`src/hw/rtl/vssc_pkg.sv`:
```
// shared types and constants for the volume scaler and peak meter
package vssc_pkg;

  // volume scale: unity gain is 2^VOLUME_SHIFT
  localparam int VOLUME_SHIFT = 8;

  // datapath widths: 32-bit sample times 10-bit signed volume, plus rounding headroom
  localparam int PROD_W = 42;
  localparam int SUM_W  = 44;

  // right shifts per input width mode
  localparam int SHIFT_MODE16 = 8;
  localparam int SHIFT_MODE24 = 8 + VOLUME_SHIFT;
  localparam int SHIFT_MODE32 = 16 + VOLUME_SHIFT;

  // rounding offsets
  localparam logic signed [SUM_W-1:0] ROUND_PCM = SUM_W'(1) << (VOLUME_SHIFT - 1);
  localparam logic signed [SUM_W-1:0] ROUND_24  = SUM_W'(1) << (SHIFT_MODE24 - 1);
  localparam logic signed [SUM_W-1:0] ROUND_32  = SUM_W'(1) << (SHIFT_MODE32 - 1);

  // input width mode codes
  localparam logic [1:0] MODE_8BIT  = 2'd0;
  localparam logic [1:0] MODE_16BIT = 2'd1;
  localparam logic [1:0] MODE_24BIT = 2'd2;
  localparam logic [1:0] MODE_32BIT = 2'd3;

  // configuration register indexes
  localparam logic [1:0] REG_INPUT_WIDTH_MODE = 2'd0;
  localparam logic [1:0] REG_VOLUME           = 2'd1;
  localparam logic [1:0] REG_OUT_ALIGN        = 2'd2;

  // reset values of the configuration registers
  localparam logic [1:0] MODE_RESET   = MODE_16BIT;
  localparam logic [8:0] VOLUME_RESET = 9'd256;

  // configuration seen by the lanes and the merge stage
  typedef struct packed {
    logic [1:0] mode;
    logic [8:0] volume;
    logic       left_align;
  } cfg_t;

endpackage

```
`src/hw/rtl/vssc_lane.sv`:
```
// one channel lane: sample select, volume multiply, round and shift to 16 bits
module vssc_lane
  import vssc_pkg::*;
(
  input  logic               clk,
  input  logic               load,
  input  cfg_t               cfg,
  input  logic [31:0]        sample,
  output logic signed [15:0] v16
);

  logic signed [31:0]       s_ext;
  logic signed [9:0]        vol_s;
  logic signed [PROD_W-1:0] prod_next;
  logic signed [PROD_W-1:0] prod;
  logic                     neg;
  logic signed [SUM_W-1:0]  rnd;
  logic signed [SUM_W-1:0]  sum;
  logic signed [SUM_W-1:0]  shifted;

  // pick the sample bits for the width mode and multiply by the volume
  always_comb begin
    unique case (cfg.mode)
      MODE_8BIT:  s_ext = {{24{sample[7]}}, sample[7:0]};
      MODE_16BIT: s_ext = {{16{sample[15]}}, sample[15:0]};
      default:    s_ext = sample;
    endcase
    vol_s     = $signed({1'b0, cfg.volume});
    prod_next = s_ext * vol_s;
  end

  // product register
  always_ff @(posedge clk) begin
    if (load) begin
      prod <= prod_next;
      neg  <= s_ext[31];
    end
  end

  // rounding offset, symmetric for the wide modes
  always_comb begin
    unique case (cfg.mode)
      MODE_8BIT:  rnd = ROUND_PCM;
      MODE_16BIT: rnd = ROUND_PCM;
      MODE_24BIT: rnd = neg ? -ROUND_24 : ROUND_24;
      default:    rnd = neg ? -ROUND_32 : ROUND_32;
    endcase
    sum = SUM_W'(prod) + rnd;
  end

  // floor shift down (not in 8-bit mode, which is not shifted) and keep the low 16 bits
  always_comb begin
    unique case (cfg.mode)
      MODE_8BIT:  shifted = sum;
      MODE_16BIT: shifted = sum >>> SHIFT_MODE16;
      MODE_24BIT: shifted = sum >>> SHIFT_MODE24;
      default:    shifted = sum >>> SHIFT_MODE32;
    endcase
    v16 = shifted[15:0];
  end

endmodule

```
`src/hw/rtl/vssc_merge.sv`:
```
// merge stage: per-packet peak hold, output placement and output register
module vssc_merge
  import vssc_pkg::*;
(
  input  logic               clk,
  input  logic               rst,
  input  logic               in_valid,
  input  logic               in_last,
  input  logic signed [15:0] left_v16,
  input  logic signed [15:0] right_v16,
  input  cfg_t               cfg,
  output logic               in_ready,
  input  logic               out_ready,
  output logic               out_valid,
  output logic               out_last,
  output logic [31:0]        left_out,
  output logic [31:0]        right_out,
  output logic [14:0]        left_level,
  output logic [14:0]        right_level
);

  logic [14:0] left_peak_hold;
  logic [14:0] right_peak_hold;
  logic [14:0] left_peak_next;
  logic [14:0] right_peak_next;
  logic        take;

  assign in_ready = !out_valid || out_ready;
  assign take     = in_valid && in_ready;

  // raise the peaks with this frame's positive values
  always_comb begin
    left_peak_next  = left_peak_hold;
    right_peak_next = right_peak_hold;
    if (left_v16 > $signed({1'b0, left_peak_hold})) begin
      left_peak_next = left_v16[14:0];
    end
    if (right_v16 > $signed({1'b0, right_peak_hold})) begin
      right_peak_next = right_v16[14:0];
    end
  end

  // peak hold, cleared after the last frame of a packet
  always_ff @(posedge clk) begin
    if (rst) begin
      left_peak_hold  <= '0;
      right_peak_hold <= '0;
    end else if (take) begin
      left_peak_hold  <= in_last ? '0 : left_peak_next;
      right_peak_hold <= in_last ? '0 : right_peak_next;
    end
  end

  // output valid
  always_ff @(posedge clk) begin
    if (rst) begin
      out_valid <= 1'b0;
    end else if (in_ready) begin
      out_valid <= in_valid;
    end
  end

  // output payload
  always_ff @(posedge clk) begin
    if (take) begin
      out_last    <= in_last;
      left_out    <= cfg.left_align ? {left_v16, 16'b0} : {{16{left_v16[15]}}, left_v16};
      right_out   <= cfg.left_align ? {right_v16, 16'b0} : {{16{right_v16[15]}}, right_v16};
      left_level  <= in_last ? left_peak_next : '0;
      right_level <= in_last ? right_peak_next : '0;
    end
  end

endmodule

```
`src/hw/rtl/volume_scale_sample_converter_top.sv`:
```
// top level: stereo pcm volume scaler with per-packet peak meter
// an input transaction passes the product register and then the output register to become a result transaction
// throughput: one frame per cycle while the output is not stalled, with one 32x10 multiplier per channel lane
// a new frame is taken while a finished result waits, as long as the product stage is free
// reset (rst, synchronous): clears valid bits and peak holds, loads 16-bit mode,
// volume 256 and left-aligned output
module volume_scale_sample_converter_top
  import vssc_pkg::*;
(
  input  logic        clk,
  input  logic        rst,
  // configuration write port
  input  logic        cfg_we,
  input  logic [1:0]  cfg_addr,
  input  logic [8:0]  cfg_wdata,
  // input stream
  input  logic        s_tvalid,
  output logic        s_tready,
  input  logic [63:0] s_tdata,   // left_sample[31:0], right_sample[63:32]
  input  logic        s_tlast,   // end_of_packet
  // output stream
  output logic        m_tvalid,
  input  logic        m_tready,
  output logic [95:0] m_tdata,   // left_out[31:0], right_out[63:32], left_level[78:64],
                                 // right_level[93:79], zero [95:94]
  output logic        m_tlast    // frame_last
);

  cfg_t               cfg;
  logic               v1;
  logic               last1;
  logic               en1;
  logic               merge_ready;
  logic signed [15:0] left_v16;
  logic signed [15:0] right_v16;
  logic [31:0]        left_out;
  logic [31:0]        right_out;
  logic [14:0]        left_level;
  logic [14:0]        right_level;

  // configuration registers
  always_ff @(posedge clk) begin
    if (rst) begin
      cfg.mode       <= MODE_RESET;
      cfg.volume     <= VOLUME_RESET;
      cfg.left_align <= 1'b1;
    end else if (cfg_we) begin
      unique case (cfg_addr)
        REG_INPUT_WIDTH_MODE: cfg.mode       <= cfg_wdata[1:0];
        REG_VOLUME:           cfg.volume     <= cfg_wdata;
        REG_OUT_ALIGN:        cfg.left_align <= cfg_wdata[0];
        default:              ;
      endcase
    end
  end

  // product stage handshake
  assign en1      = !v1 || merge_ready;
  assign s_tready = en1;

  always_ff @(posedge clk) begin
    if (rst) begin
      v1 <= 1'b0;
    end else if (en1) begin
      v1 <= s_tvalid;
    end
  end

  always_ff @(posedge clk) begin
    if (en1) begin
      last1 <= s_tlast;
    end
  end

  // one lane per channel
  vssc_lane u_lane_left (
    .clk    (clk),
    .load   (en1),
    .cfg    (cfg),
    .sample (s_tdata[31:0]),
    .v16    (left_v16)
  );

  vssc_lane u_lane_right (
    .clk    (clk),
    .load   (en1),
    .cfg    (cfg),
    .sample (s_tdata[63:32]),
    .v16    (right_v16)
  );

  // peak tracking and output register
  vssc_merge u_merge (
    .clk         (clk),
    .rst         (rst),
    .in_valid    (v1),
    .in_last     (last1),
    .left_v16    (left_v16),
    .right_v16   (right_v16),
    .cfg         (cfg),
    .in_ready    (merge_ready),
    .out_ready   (m_tready),
    .out_valid   (m_tvalid),
    .out_last    (m_tlast),
    .left_out    (left_out),
    .right_out   (right_out),
    .left_level  (left_level),
    .right_level (right_level)
  );

  assign m_tdata = {2'b00, right_level, left_level, right_out, left_out};

endmodule

```
`config.mk`:
```
export PLATFORM = sky130hd
export DESIGN_NAME = volume_scale_sample_converter_top
export DESIGN_NICKNAME = d
export VERILOG_FILES = /design/src/hw/rtl/vssc_pkg.sv /design/src/hw/rtl/vssc_lane.sv /design/src/hw/rtl/vssc_merge.sv /design/src/hw/rtl/volume_scale_sample_converter_top.sv
export SDC_FILE = /design/constraint.sdc
export NUM_CORES = 2
export LEC_CHECK = 0
export ABC_AREA = 1
export BUFFER_PORTS_ARGS = -buffer_cell sky130_fd_sc_hd__buf_2
export CAP_MARGIN = 10
export CORE_ASPECT_RATIO = 1.1
export CORE_MARGIN = 5
export CORE_UTILIZATION = 41
export CTS_CLUSTER_DIAMETER = 200
export DETAILED_ROUTE_END_ITERATION = 8
export PLACE_DENSITY_LB_ADDON = 0.05
export SLEW_MARGIN = 10
export SYNTH_ARGS = -nofsm -noshare
export SYNTH_HDL_FRONTEND = slang
export SYNTH_SLANG_ARGS = --single-unit
export TNS_END_PERCENT = 10
```
`constraint.sdc`:
```
create_clock -name clk -period 12.45 [get_ports clk]
set_input_delay 1.8675 -clock clk [delete_from_list [all_inputs] [get_ports clk]]
set_output_delay 1.8675 -clock clk [all_outputs]
set_load 0.005 [all_outputs]
```
After elaboration in Yosys (flattened, before gate mapping) --
Index checks and enable logic that the tools add are counted.
Word-level totals: register bits 222, output and inout port bits 99, word-level logic and storage cells 56, input bits 81
Cells by class: reductions and logical operators 11, mux-type cells 16, add/sub/neg operators 2, $mul 2, $lt $le $gt $ge 2, equal/unequal tests 4
Operators by type and width (count):
- 2-to-1 mux 40 bit | 4
- one-hot mux 40 bit (2 select lines) | 2
- one-hot mux 32 bit (2 select lines) | 2
- one-hot mux 16 bit (3 select lines) | 2
- adder 40 bit | 2
- multiplier 32 x 10 -> 40 bit | 2
- 2-to-1 mux 31 bit | 2
- 2-to-1 mux 15 bit | 4
- greater-than comparator 16 bit | 2
- AND reduction 2 bit | 3
- equality test 2 x 1 -> 1 bit, second input constant | 2
- equality test 2 bit, second input constant | 2
- logical NOT 2 bit | 2
- logical NOT 1 bit | 2
- logical OR 1 bit | 2
- OR reduction 2 bit | 1
- logical AND 1 bit | 1

Logic depth before layout (Yosys ltp) --
word-level depth 8, gate-level depth with buffers 37, mapped depth without buffers 35

Modules after synthesis --
Synthesis repeated with hierarchy kept, for this count alone.
Second synthesis, totals: cell total of the unflattened synthesis 4788, area, all modules 35146.2 um2
Modules (own cells, without submodules):
- vssc_lane (u_lane_right) | cells an instance 2073, area an instance 14505.2 um2, sequential area each 1231.2 um2, instances 1
- vssc_lane (u_lane_left) | cells an instance 2021, area an instance 14128.6 um2, sequential area each 1231.2 um2, instances 1
- vssc_merge | cells an instance 609, area an instance 5898.2 um2, sequential area each 3473.3 um2, instances 1
- volume_scale_sample_converter_top | cells an instance 85, area an instance 614.3 um2, sequential area each 290.3 um2, instances 1

Worst setup path before layout --
OpenSTA, ideal clock, no wires.
path type input port to flip-flop, from input port s_tdata[39], to register u_lane_right.prod[33] (data pin), buffers on the path 2, data required time 12.191 ns, setup time 0.259 ns, setup slack 5.034 ns, arrival 7.157 ns, cell stages on the path 27, cells stage by stage clkbuf_1 > nor2_1 > inv_2 > o21ai_2 > inv_1 > clkbuf_1 > o21ai_0 > inv_1 > nand2_1 > fa_1 > inv_1 > fa_1 > fa_1 > fa_1 > inv_1 > fa_1 > inv_1 > ha_1 > a21oi_1 > inv_1 > a31oi_1 > nand2_1 > a211oi_1 > o21bai_1 > nand2_1 > nand2_1 > xor2_1
On the way: cells in the longest elaborated chain, start to end 2
Ends and longest elaborated chain:
- from (decl) | line volume_scale_sample_converter_top.sv:19 | input logic [63:0] s_tdata,
- one-hot mux 32 bit (2 select lines) | line vssc_lane.sv:23 | unique case (cfg.mode)
- multiplier 32 x 10 -> 40 bit | line vssc_lane.sv:29 | prod_next = s_ext * vol_s;
- net u_lane_right.prod_next[33] | line vssc_lane.sv:14 | logic signed [PROD_W-1:0] prod_next;
- to (signal assigned) | line vssc_lane.sv:35 | prod <= prod_next;
- to (decl) | line vssc_lane.sv:15 | logic signed [PROD_W-1:0] prod;
The timed path passes the listed nets, and every way through them passes these cells. A chain may end at the register's enable or synchronous reset.

Worst setup path in the final report --
from register cfg[10] (netlist name), to register u_lane_right.prod[33] (data pin)
On the way: cells in the longest elaborated chain, start to end 3, elaborated cells between the ends (all ways) 4, those cells by class mul (1); eq/ne (1); mux (1); reduce/logical (1)
Ends and longest elaborated chain (line):
- equality test 2 x 1 -> 1 bit / logical NOT 2 bit (equally long branches) | vssc_lane.sv:23
- one-hot mux 32 bit (2 select lines) (*) | vssc_lane.sv:23
- multiplier 32 x 10 -> 40 bit (*) | vssc_lane.sv:29
- net u_lane_right.prod_next[33] | vssc_lane.sv:14
The timed path passes the listed nets; every way through them passes the cells marked *.

==> run_results.csv <==
group,metric,value,unit
logic_synthesis,ys_ff_latch,222,
sta,finalCritPeriodShare,72.8,%
worst_setup_path,r2r_setup_slack,3380,ps
worst_setup_path,cp_common_cell,"inv_1",
sta,tns,0,ps
clocking,cts_hold_buffers,0,
final_layout,drive_above_1_share,7.40,%
sta,clock.fmax,0.110,GHz
logic_synthesis,yosysWarnings,0,
drt,drc,0,
outcome,status,"complete, no violations",
die,rows,110,
logic_synthesis,synthArstFlopShare,0,%
drt,drt-initial-drc-count,1870,
placed_design,dp_hpwl,81800,um
min_path,hp-start,"u_merge.left_peak_hold[11]",
global_route,grt_pass1_vias,28446,
sta,worstMarginPinSlew,1030,ps
sta,finalHoldViolCount,0,
final_layout,regArea,6230,um2
worst_setup_path,arrival,9430,ps
die,pin_count,180,
min_path,hp-class,"register to register",
worst_setup_path,crit_type,"register to register",
min_path,holdPathStages,2,
drt,num_vias,27960,
logic_synthesis,syn_inst,4414,
drt,drt-wirelength-per-cell,17.7,um
sta,fin_skew,13.9,ps
clocking,clock_sinks,222,
worst_setup_path,worstRegToRegCells,25,
clocking,cts_max_path_buffers,3,
worst_setup_path,rr_startpoint,"cfg[10]",
drt,viasPerCell,4.99,
min_path,whs_endpoint,"u_merge.left_peak_hold[11]",
run,cap_violations,0,
pwr,finalPower,5710,uW
worst_setup_path,cp_slowest_cell,"nor2_2",
clocking,numCtsBuffers,27,
placed_design,gp_congestion,0.926,
die,die_w,283,um
clocking,htreeDepth,1,
logic_synthesis,synth-edff-count,178,
worst_setup_path,max_stage_delay,840,ps
worst_setup_path,cp_num_buf_inv,7,
drt,drt_pass1_iterations,6,
global_route,grt_max_degree,65,
worst_setup_path,cp-start-kind,"register",
clocking,root_buffer,"clkbuf_16",
die,die_y,310,um
logic_synthesis,ys.flop_type,"edfxtp_1",
sta,rsz0062_at_grt,"no",
pwr,pwr_density_cell,156,nW/um2
global_route,grt_pass1_wl,160000,um
worst_setup_path,crit_required,12810,ps
logic_synthesis,yosysUniqueCellTypes,48,
final_layout,final_cell_mix,"1019 x nand2_1, 973 x inv_1, 454 x fa_1",
placed_design,io_buffers,177,
worst_setup_path,worst-path-max-fanout,21,
sta,slew_viol_final,0,
worst_setup_path,critical_path.top_delay_family,"adder cells",
clocking,cts_resized,0,
final_layout,layout_commonest_cell,"nand2_1",
drt,drt-total-wl,99300,um
worst_setup_path,end_kind,"register",
clocking,cts_tree,"built",
die,start_util,41.2,%
global_route,grt_overflow,0,
drt,ant_nets,0,
logic_synthesis,avgSynthCellArea,7.61,um2
sta,finalSetupViolCount,0,
clocking,cts_setup_buffers,0,
final_layout,multiInputGateArea,23200,um2
logic_synthesis,syn_area,33600,um2
sta,relSlewSlack,31.1,%
global_route,grt_util_all_layers,22.7,%
clocking,clock_latency,570,ps
die,core_area,81600,um2
final_layout,fin_nets,5304,
clocking,clk_pin_slew_worst_paths,60,ps
logic_synthesis,yosysSeqAreaShare,18.5,%
sta,finalCriticalPeriod,9070,ps
worst_setup_path,r2r_end,"u_lane_right.prod[33]",
global_route,antenna_found_initial,6,
pwr,power_leakage,0.0195,uW
pwr,peakVddDrop,0.0944,mV
final_layout,syn2layout_area_growth,8.76,%
die,die_area,87800,um2
final_layout,num-fill-cells,8457,
## cell type report
cell class                 instances  share of cell area (%)
antenna                            2                  0.0137
clock buffer                      30                    1.93
clock inverter                    20                   0.784
inverter                         984                    10.1
multi-input combinational       3076                    63.4
sequential                       222                    17.1
tap                             1064                    3.64
timing repair buffer             208                    3.06
## routing by layer
layer	vias to the layer above	share of wire [%]	global-route usage, %
li1	13713	-	-
met1	13432	49	34.0
met2	712	43	35.6
met3	103	5.5	2.76
met4	0	2.1	4.60
met5	-	0	0
## registers in the layout, indices dropped and copies added (netlist names)
signal	flops
u_merge.right_peak_hold	15
u_lane_right.neg	1
u_lane_right.prod	40
v1	1
u_lane_left.prod	40
u_merge.left_out	32
u_lane_left.neg	1
cfg	12
u_merge.left_peak_hold	15
u_merge.out_valid	1
last1	1
u_merge.right_out	32
u_merge.out_last	1
u_merge.left_level	15
u_merge.right_level	15
## synth_stat cells, types with 3 or more instances
master	number	area, um2
clkbuf_1	110	413
ha_1	250	3130
xor2_1	77	674
a21o_1	20	150
nand3b_1	5	37.5
a31oi_1	15	93.8
a211oi_1	4	30.0
nand3_2	5	50.1
nor4_1	6	37.5
nor2_4	6	67.6
and2_1	5	31.3
buf_1	4	15.0
o21a_1	8	60.1
fa_1	454	9090
nor2_2	10	62.6
buf_2	15	75.1
inv_2	7	26.3
a21oi_1	212	1060
inv_1	976	3660
dfxtp_1	44	881
o2111ai_1	3	26.3
nand3_1	181	906
o221ai_1	4	35.0
o21bai_1	20	150
o211ai_1	10	75.1
nand4_1	39	244
o21ai_1	4	20.0
nand2_1	1019	3820
edfxtp_1	178	5350
nor2_1	447	1680
nand2_2	28	175
o21ai_0	165	826
xnor2_1	38	333
nor3_2	3	30.0
nor3_1	20	100
o31ai_1	3	22.5
## kinds of logic (layout without fill, tap and decap cells)
family                     count (synthesis)  in the layout  synth area share [%]
AOI/OAI and AO/OA                        474            474                  7.73
xor gates and xnor gates                 115            115                  3.00
adders and majority gates                704            704                  36.4
buffers and inverters                   1117           1242                  12.6
DFF                                      222            222                  18.5
other                                      1              4                0.0112
and+or+nand+nor                         1781           1781                  21.8
## report_power, final
group / switching (uW) / leakage (uW) / internal [uW]
Sequential: 121 / 0.00215 / 1100
Clock: 340 / 0.000482 / 539
Combinational: 2390 / 0.0168 / 1220
Total: 2850 / 0.0195 / 2850
## stage by stage
step                cells  worst slack [ps]  instance area, um2  hold slack [ps]  util [%]
floorplan            4415              5030               33600              445         -
global placement     5554              3450               35500              452      43.5
global route         5606              2870               36500              478      44.8
CTS                  5604              3380               36500              467      44.8
detailed placement   5554              3400               35500              457      43.5
finish               5606              3380               36500              464      44.8
## worst min-delay path: stages, from the launching register on
cell and delay [ps]:
dfxtp_1 310, nand2_1 60, a21oi_1 50
## how the worst max path moves through the flow
stage	endpoint	slack, ps	cells past startpoint	from
6_report	u_lane_right.prod[33]	3380	25	cfg[10]
2_1_floorplan	u_lane_right.prod[33]	5030	27	s_tdata[39]
3_5_place_dp	u_lane_right.prod[33]	3400	25	cfg[10]
5_1_grt	u_lane_right.prod[33]	2870	25	cfg[10]
3_3_place_gp	u_lane_right.prod[33]	3450	25	cfg[10]
4_1_cts	u_lane_right.prod[33]	3380	25	cfg[10]
No activity file was read; power rests on OpenSTA's default activity.
